**config.mk**
```make
export PLATFORM = sky130hd
export DESIGN_NAME = sliding_window_pane_counter
export DESIGN_NICKNAME = d
export VERILOG_FILES = /design/src/sv/swpc_pkg.sv /design/src/sv/sliding_window_pane_counter.sv
export SDC_FILE = /design/constraint.sdc
export NUM_CORES = 2
export LEC_CHECK = 0
export ABC_AREA = 1
export BUFFER_PORTS_ARGS = -buffer_cell sky130_fd_sc_hd__buf_2
export CORE_ASPECT_RATIO = 2
export CORE_MARGIN = 3
export CORE_UTILIZATION = 60
export CTS_BUF_LIST = sky130_fd_sc_hd__clkbuf_4
export CTS_CLUSTER_DIAMETER = 150
export DETAILED_ROUTE_END_ITERATION = 10
export PLACE_DENSITY = 0.77
export SKIP_LAST_GASP = 1
export SYNTH_ARGS = -nofsm -noshare
export SYNTH_HDL_FRONTEND = slang
export SYNTH_SLANG_ARGS = --single-unit
```
**constraint.sdc**
```tcl
create_clock -name i_clk -period 7.9 [get_ports i_clk]
set_input_delay 1.185 -clock i_clk [delete_from_list [all_inputs] [get_ports i_clk]]
set_output_delay 1.185 -clock i_clk [all_outputs]
set_load 0.02 [all_outputs]
```
**src/sv/swpc_pkg.sv**
```systemverilog
package swpc_pkg;

    // Ring geometry
    localparam int MAX_PANES = 16;
    localparam int PANE_IDX_W = (MAX_PANES > 1) ? $clog2(MAX_PANES) : 1;
    localparam int PANE_CNT_W = $clog2(MAX_PANES + 1);

    // Word field widths
    localparam int STAMP_W = 32;
    localparam int AMOUNT_W = 16;
    localparam int COUNT_W = 32;
    localparam int CFG_W = 5;

    typedef enum logic [2:0] {
        S_IDLE,
        S_MATCH,
        S_UPDATE,
        S_SUM,
        S_DONE
    } t_state;

endpackage

```
**src/sv/sliding_window_pane_counter.sv**
```systemverilog
// Sliding-window pane counter. A ring of panes, each a time stamp and an event
// count. A word is taken on start while busy is low: if a pane in use holds the
// stamp, its count grows by the amount (saturating at 32 bits), else the next ring
// slot is overwritten with the stamp and the amount. One result word follows per
// input word: the saturating sum of all pane counts in use, shown on
// o_window_total for exactly one cycle with o_result_valid; the receiver cannot
// stall it, so it must take it in that cycle. All work runs through one shared
// compare and one shared 33-bit saturating adder under a small sequencer: a match
// scan up to the first matching pane (all n panes on a miss), an update step, a
// sum scan over all n panes and a result step, n being the panes in use. busy is
// high from the match scan through the result step, so a new word is taken only
// once the last one is through. Pane state clears on reset; no clearing pass.
// panes_in_use (reset 16, zero counts as one, above the ring size counts as the
// ring size) is written through i_cfg_we / i_cfg_wdata; the user must write it
// only while idle, the block itself does not enforce this.
module sliding_window_pane_counter (
    input  logic                          i_clk,
    input  logic                          i_rst_n,
    input  logic                          start,
    output logic                          busy,
    input  logic [swpc_pkg::STAMP_W-1:0]  i_time_stamp,
    input  logic [swpc_pkg::AMOUNT_W-1:0] i_amount,
    output logic                          o_result_valid,
    output logic [swpc_pkg::COUNT_W-1:0]  o_window_total,
    input  logic                          i_cfg_we,
    input  logic [swpc_pkg::CFG_W-1:0]    i_cfg_wdata
);
    import swpc_pkg::*;

    t_state r_state, n_state;

    logic [CFG_W-1:0]      r_cfg;
    logic [STAMP_W-1:0]    r_pane_stamp [MAX_PANES];
    logic [COUNT_W-1:0]    r_pane_count [MAX_PANES];
    logic [PANE_IDX_W-1:0] r_next_slot;
    logic [PANE_IDX_W-1:0] r_idx;
    logic                  r_hit;
    logic [STAMP_W-1:0]    r_stamp;
    logic [AMOUNT_W-1:0]   r_amount;
    logic [COUNT_W-1:0]    r_total;

    // Panes in use, clamped to 1..MAX_PANES
    logic [PANE_CNT_W-1:0] n_act;
    logic [PANE_IDX_W-1:0] last_idx;
    logic                  accept;
    logic                  stamp_eq;
    logic                  at_last;

    // Shared saturating adder
    logic [COUNT_W-1:0] add_a, add_b, add_sat;
    logic [COUNT_W:0]   add_sum;

    // Miss placement
    logic [PANE_IDX_W-1:0] slot;
    logic [PANE_CNT_W-1:0] slot_inc;

    always_comb begin
        if (r_cfg == '0) begin
            n_act = PANE_CNT_W'(1);
        end else if (int'(r_cfg) > MAX_PANES) begin
            n_act = PANE_CNT_W'(MAX_PANES);
        end else begin
            n_act = PANE_CNT_W'(r_cfg);
        end
    end

    assign last_idx = PANE_IDX_W'(n_act - PANE_CNT_W'(1));
    assign accept   = start && !busy;
    assign stamp_eq = (r_pane_stamp[r_idx] == r_stamp);
    assign at_last  = (r_idx == last_idx);

    // Operand select: pane update in S_UPDATE, running total otherwise
    always_comb begin
        add_a = r_total;
        add_b = r_pane_count[r_idx];
        if (r_state == S_UPDATE) begin
            add_a = r_pane_count[r_idx];
            add_b = COUNT_W'(r_amount);
        end
    end

    assign add_sum = {1'b0, add_a} + {1'b0, add_b};
    assign add_sat = add_sum[COUNT_W] ? '1 : add_sum[COUNT_W-1:0];

    // Shrunk ring: stale next slot falls back to slot zero
    assign slot     = (PANE_CNT_W'(r_next_slot) < n_act) ? r_next_slot : '0;
    assign slot_inc = PANE_CNT_W'(slot) + PANE_CNT_W'(1);

    // Next state
    always_comb begin
        n_state = r_state;
        unique case (r_state)
            S_IDLE:   if (start) begin
                n_state = S_MATCH;
            end
            S_MATCH:  if (stamp_eq || at_last) begin
                n_state = S_UPDATE;
            end
            S_UPDATE: n_state = S_SUM;
            S_SUM:    if (at_last) begin
                n_state = S_DONE;
            end
            S_DONE:   n_state = S_IDLE;
            default:  n_state = S_IDLE;
        endcase
    end

    // Outputs
    always_comb begin
        busy           = 1'b1;
        o_result_valid = 1'b0;
        unique case (r_state)
            S_IDLE:  busy = 1'b0;
            S_DONE:  o_result_valid = 1'b1;
            default: busy = 1'b1;
        endcase
    end

    assign o_window_total = r_total;

    always_ff @(posedge i_clk) begin
        if (!i_rst_n) begin
            r_state     <= S_IDLE;
            r_cfg       <= CFG_W'(16);
            r_next_slot <= '0;
            r_idx       <= '0;
            r_hit       <= 1'b0;
            for (int i = 0; i < MAX_PANES; i++) begin
                r_pane_stamp[i] <= '0;
                r_pane_count[i] <= '0;
            end
        end else begin
            r_state <= n_state;
            if (i_cfg_we) begin
                r_cfg <= i_cfg_wdata;
            end
            unique case (r_state)
                S_IDLE: begin
                    r_idx <= '0;
                    r_hit <= 1'b0;
                end
                S_MATCH: begin
                    // index holds on a hit so S_UPDATE reads the matching pane
                    if (stamp_eq) begin
                        r_hit <= 1'b1;
                    end else if (!at_last) begin
                        r_idx <= r_idx + 1'b1;
                    end
                end
                S_UPDATE: begin
                    if (r_hit) begin
                        r_pane_count[r_idx] <= add_sat;
                    end else begin
                        r_pane_stamp[slot] <= r_stamp;
                        r_pane_count[slot] <= COUNT_W'(r_amount);
                        r_next_slot <= (slot_inc >= n_act) ? '0 : PANE_IDX_W'(slot_inc);
                    end
                    r_idx <= '0;
                end
                S_SUM: begin
                    if (!at_last) begin
                        r_idx <= r_idx + 1'b1;
                    end
                end
                S_DONE: r_idx <= '0;
                default: r_idx <= '0;
            endcase
        end
    end

    // Word capture and running total
    always_ff @(posedge i_clk) begin
        if (accept) begin
            r_stamp  <= i_time_stamp;
            r_amount <= i_amount;
        end
        if (r_state == S_UPDATE) begin
            r_total <= '0;
        end else if (r_state == S_SUM) begin
            r_total <= add_sat;
        end
    end

`ifndef SYNTHESIS
    a_scan_in_range: assert property (@(posedge i_clk) disable iff (!i_rst_n)
        (r_state == S_MATCH || r_state == S_SUM) |-> (r_idx <= last_idx))
        else $error("scan index beyond panes in use");

    a_accept_goes_busy: assert property (@(posedge i_clk) disable iff (!i_rst_n)
        accept |=> (busy && r_state == S_MATCH))
        else $error("accepted word did not start a match scan");

    a_result_then_idle: assert property (@(posedge i_clk) disable iff (!i_rst_n)
        o_result_valid |=> (!busy && !o_result_valid))
        else $error("result strobe not followed by idle");

    a_result_after_sum: assert property (@(posedge i_clk) disable iff (!i_rst_n)
        o_result_valid |-> ($past(r_state) == S_SUM))
        else $error("result strobe without a completed sum scan");

    a_hit_is_match: assert property (@(posedge i_clk) disable iff (!i_rst_n)
        (r_state == S_UPDATE && r_hit) |-> (r_pane_stamp[r_idx] == r_stamp))
        else $error("update hit on a pane that does not hold the stamp");
`endif

endmodule

```
==> summary.md <==
| Metric | Value |
|---|---|
| Synthesized instance count | `between 5000 and 6000` |
| Sw Ratio | `between 30% and 40%` |
| Final-report max-slew violation count | `17` |
| Max stage delay on crit path | `between 800 and 900 ps` |
| Failing checks | `max-capacitance violations, max-slew violations` |
| Maximum clock frequency | `0.158 GHz` |
| Final net count | `about 5600` |
| Cell Chain, Critical Path | `inv_8 > buf_4 > o21ai_0 > o221ai_1 > o211ai_1 > a31oi_1 > ha_1 > inv_1 > o21ai_0 > o21bai_1 > a21o_1 > nand2_1 > nand2_1 > nand3_1 > and2_1 > buf_4 > o21ai_0 > o21ai_2 > nor2_1` |
| Post_cts resized | `0` |
| Core area | `between 80000 and 90000 um2` |
| Crit path buffers/inverters | `4` |
| Vias in the first global route | `around 43000` |
| Clock Pin Slew Worst Setup and Hold Paths | `~80 ps` |
| Worst Hold Class | `in2reg` |
| Fin crit share | `about four fifths` |
| Maximum VDD drop | `around 320 uV` |
| Pleak | `22.8 nW` |
| DRC | `0` |
| PD cells | `roughly 270 nW/um2` |
| Initial DRC Count | `between 5000 and 6000` |
| Distinct cells, synth | `45` |
| WS Path Type | `reg2reg` |
| Starting Density | `between 60% and 70%` |
| Clock buffer depth | `3` |
| Layout area overhead | `8.17%` |
| NetSw | `approximately 0.0057 W` |
| Synth Cell Area | `52600 um2` |
| # rows | `between 150 and 200` |
| Setup_tns | `0 ps` |
| Filler cells | `about 7000` |
| Outcome | `complete, but fails checks` |
| Minimum clock period | `between 6000 and 7000 ps` |
| Num CTS Buffers | `between 200 and 250` |
| Tot Pwr | `roughly 0.016 W` |
| Setup Viol. Count Final | `0` |
| Async SR Flop Fraction | `0%` |
| MaxCap Viol Count | `1` |
| Final Skew | `between 90 and 100 ps` |
| Commonest non-fill, non-tap cell in the layout | `nor2_1` |
| Routed vias | `43100` |
| Clock Power Share | `between 20% and 30%` |
| Arrival @ worst endpoint | `approximately 7300 ps` |
| Skew-Pair Late Insertion Delay | `roughly 1300 ps` |
| Hold Path End | `r_stamp[0]` |
| Most common cell on crit path | `o21ai_0` |
| HP Start | `i_time_stamp[0]` |
| Routed Antenna Nets | `0` |
| CTS tree | `yes` |
| DRT Wirelength | `between 150000 and 200000 um` |
| # H-tree levels | `4` |
| Seq. cell area | `33300 um2` |
| Critical Path Sink Type | `register` |
| Post-Syn Nets | `between 5000 and 6000` |
| Post-synth EDFFs | `between 1000 and 1500` |
| First-pass GRT wire length | `~250000 um` |
| Vias per cell | `6.27` |
| Root Buffer | `clkbuf_4` |
| Port buffer count | `90` |
| Placer Congestion | `roughly 1.0` |
| Sequential element share of the synthesized area | `around 63%` |
| Commonest cells after routing, fill and taps aside | `nor2_1 (1537), edfxtp_1 (1072), nand2_1 (826), o21ai_0 (393), nand3_1 (368)` |
| Worst R2R End | `r_pane_count[4][5]` |
| DP Area | `between 50000 and 60000 um2` |
| TritonCTS sink count | `between 1000 and 1500` |
| Avg Inst Size Synth | `roughly 9.6 um2` |
| R2r setup slk | `1580 ps` |
| Critical path data required time | `just under 9000 ps` |
| Gr ovfl total | `0` |
| Critical Path Slowest Stage Cell | `o21ai_2` |
| Initial antenna violation count | `8` |
| Yosys warnings | `0` |
| Layout cells sized above 1 | `between 10% and 20%` |
| FF+latch count, synth | `about 1100` |
| WL per Instance | `roughly 25 um` |
| Largest net degree at the start of global routing | `about 200` |
| Seq pwr share | `a little under half` |
| Final non-filler cell total | `approximately 7000` |
| Power share of the combinational group | `a little over a quarter` |
| Hpwl dp | `98400 um` |
| GRT Resource Usage Total | `37.6%` |
| Measured slew at the worst slew-check pin | `about 1500 ps` |
| Boundary Pins | `just over 90` |
| Hold Buf Count CTS | `0` |
| CP startpoint kind | `register` |
| Design Area, Final | `56900 um2` |
| Int Power | `0.00984 W` |
| Hold path depth | `1` |
| CP top delay family | `compound AO/OA/AOI/OAI gates` |
| Die H | `around 420 um` |
| Crit-path max FO | `90` |
| Die Width | `approximately 220 um` |
| RSZ-0062 raised after global routing | `false` |
| Relative slew slack | `-1.49%` |
| Multi-input logic area | `between 15000 and 20000 um2` |
| Placed cells | `6414` |
| Worst reg2reg path depth | `19` |
| Die Footprint | `just over 90000 um2` |
| Drt pass-1 iters | `7` |
| Setup repair bufs after CTS | `0` |
| Top_reg_cell synth | `edfxtp_1` |
| Fin. Hold Viols | `0` |
[metrics by stage]
step                      setup slack (ps)  util (%)  hold WS [ps]
after floorplan                       3480         -           445
after CTS                             1680      65.4          59.0
after detailed placement              1670      61.8           464
after global routing                  1230      65.4          76.3
final                                 1580      65.5           144
after global placement                1750      61.8           457
[layout make-up]
| type | instances | area share (%) |
|---|---|---|
| antenna | 11 | 0.0484 |
| timing repair buffer | 179 | 2.12 |
| sequential | 1125 | 58.5 |
| inverter | 308 | 2.07 |
| multi-input combinational | 3641 | 29.2 |
| clock inverter | 90 | 0.858 |
| clock buffer | 351 | 4.63 |
| tap | 1162 | 2.56 |
[metal layers]
layer | vias to the layer above | routed length, um | GRT usage, % | share of wire [%]
met5 | - | 17 | 0 | 0.0098
met3 | 984 | 18600 | 8.53 | 11
li1 | 18800 | - | - | -
met2 | 3217 | 84100 | 62.6 | 48
met1 | 20100 | 52200 | 39.0 | 30
met4 | 2 | 19100 | 35.5 | 11
[worst max path at each step]
stage | startpoint | to | slack, ps | cells past startpoint
2_1_floorplan | register | r_pane_count[4][5] | 3480 | 27
3_3_place_gp | register | r_pane_count[7][5] | 1750 | 18
3_5_place_dp | register | r_pane_count[10][5] | 1670 | 18
4_1_cts | register | r_pane_count[10][5] | 1680 | 18
5_1_grt | register | r_pane_count[4][17] | 1230 | 17
6_report | register | r_pane_count[4][5] | 1580 | 19
[flip-flops by register name, indices dropped and copies added, names as in the netlist, named ones only]
register        cells
r_hit               1
r_stamp            32
r_next_slot         4
r_state             3
o_window_total     32
r_pane_stamp      512
r_idx               4
r_cfg               5
r_amount           16
r_pane_count      512
[synthesized netlist by cell type (6+ instances only)]
master	number	area, um2
o211ai_1	71	533
inv_1	261	980
a21o_1	10	75.1
dfxtp_1	53	1060
o21ai_1	16	80.1
buf_2	143	716
o21bai_1	14	105
nand3_1	378	1890
nor3_1	10	50.1
clkbuf_1	236	886
o21ai_2	6	52.6
ha_1	44	551
clkinv_1	34	128
nor2_1	1539	5780
o21ai_0	393	1970
or2_2	7	43.8
xnor2_1	10	87.6
edfxtp_1	1072	32200
a21oi_1	61	305
nand4_1	10	62.6
buf_1	25	93.8
inv_2	13	48.8
xor2_1	9	78.8
nand2_1	864	3240
o22ai_1	31	194
o221ai_1	99	867
a31oi_1	42	263
[cells by family after synthesis]
kind of cell / share of synthesized area [%]
fa+ha+maj: 1.08
simple gates: 21.2
xor+xnor: 0.316
compound gates: 8.70
buf+inv: 5.47
flops: 63.2
[power groups by stage]
| stage | sequential [W] | combinational [W] | clock, W |
|---|---|---|---|
| floorplan | 0.00714 | 0.00248 | 0 |
| global placement | 0.00711 | 0.00385 | 0 |
| detailed placement | 0.00712 | 0.00388 | 0 |
| CTS | 0.00699 | 0.00390 | 0.00448 |
| global route | 0.00701 | 0.00428 | 0.00477 |
| finish | 0.00700 | 0.00405 | 0.00447 |
No activity file was read; power rests on OpenSTA's default activity.
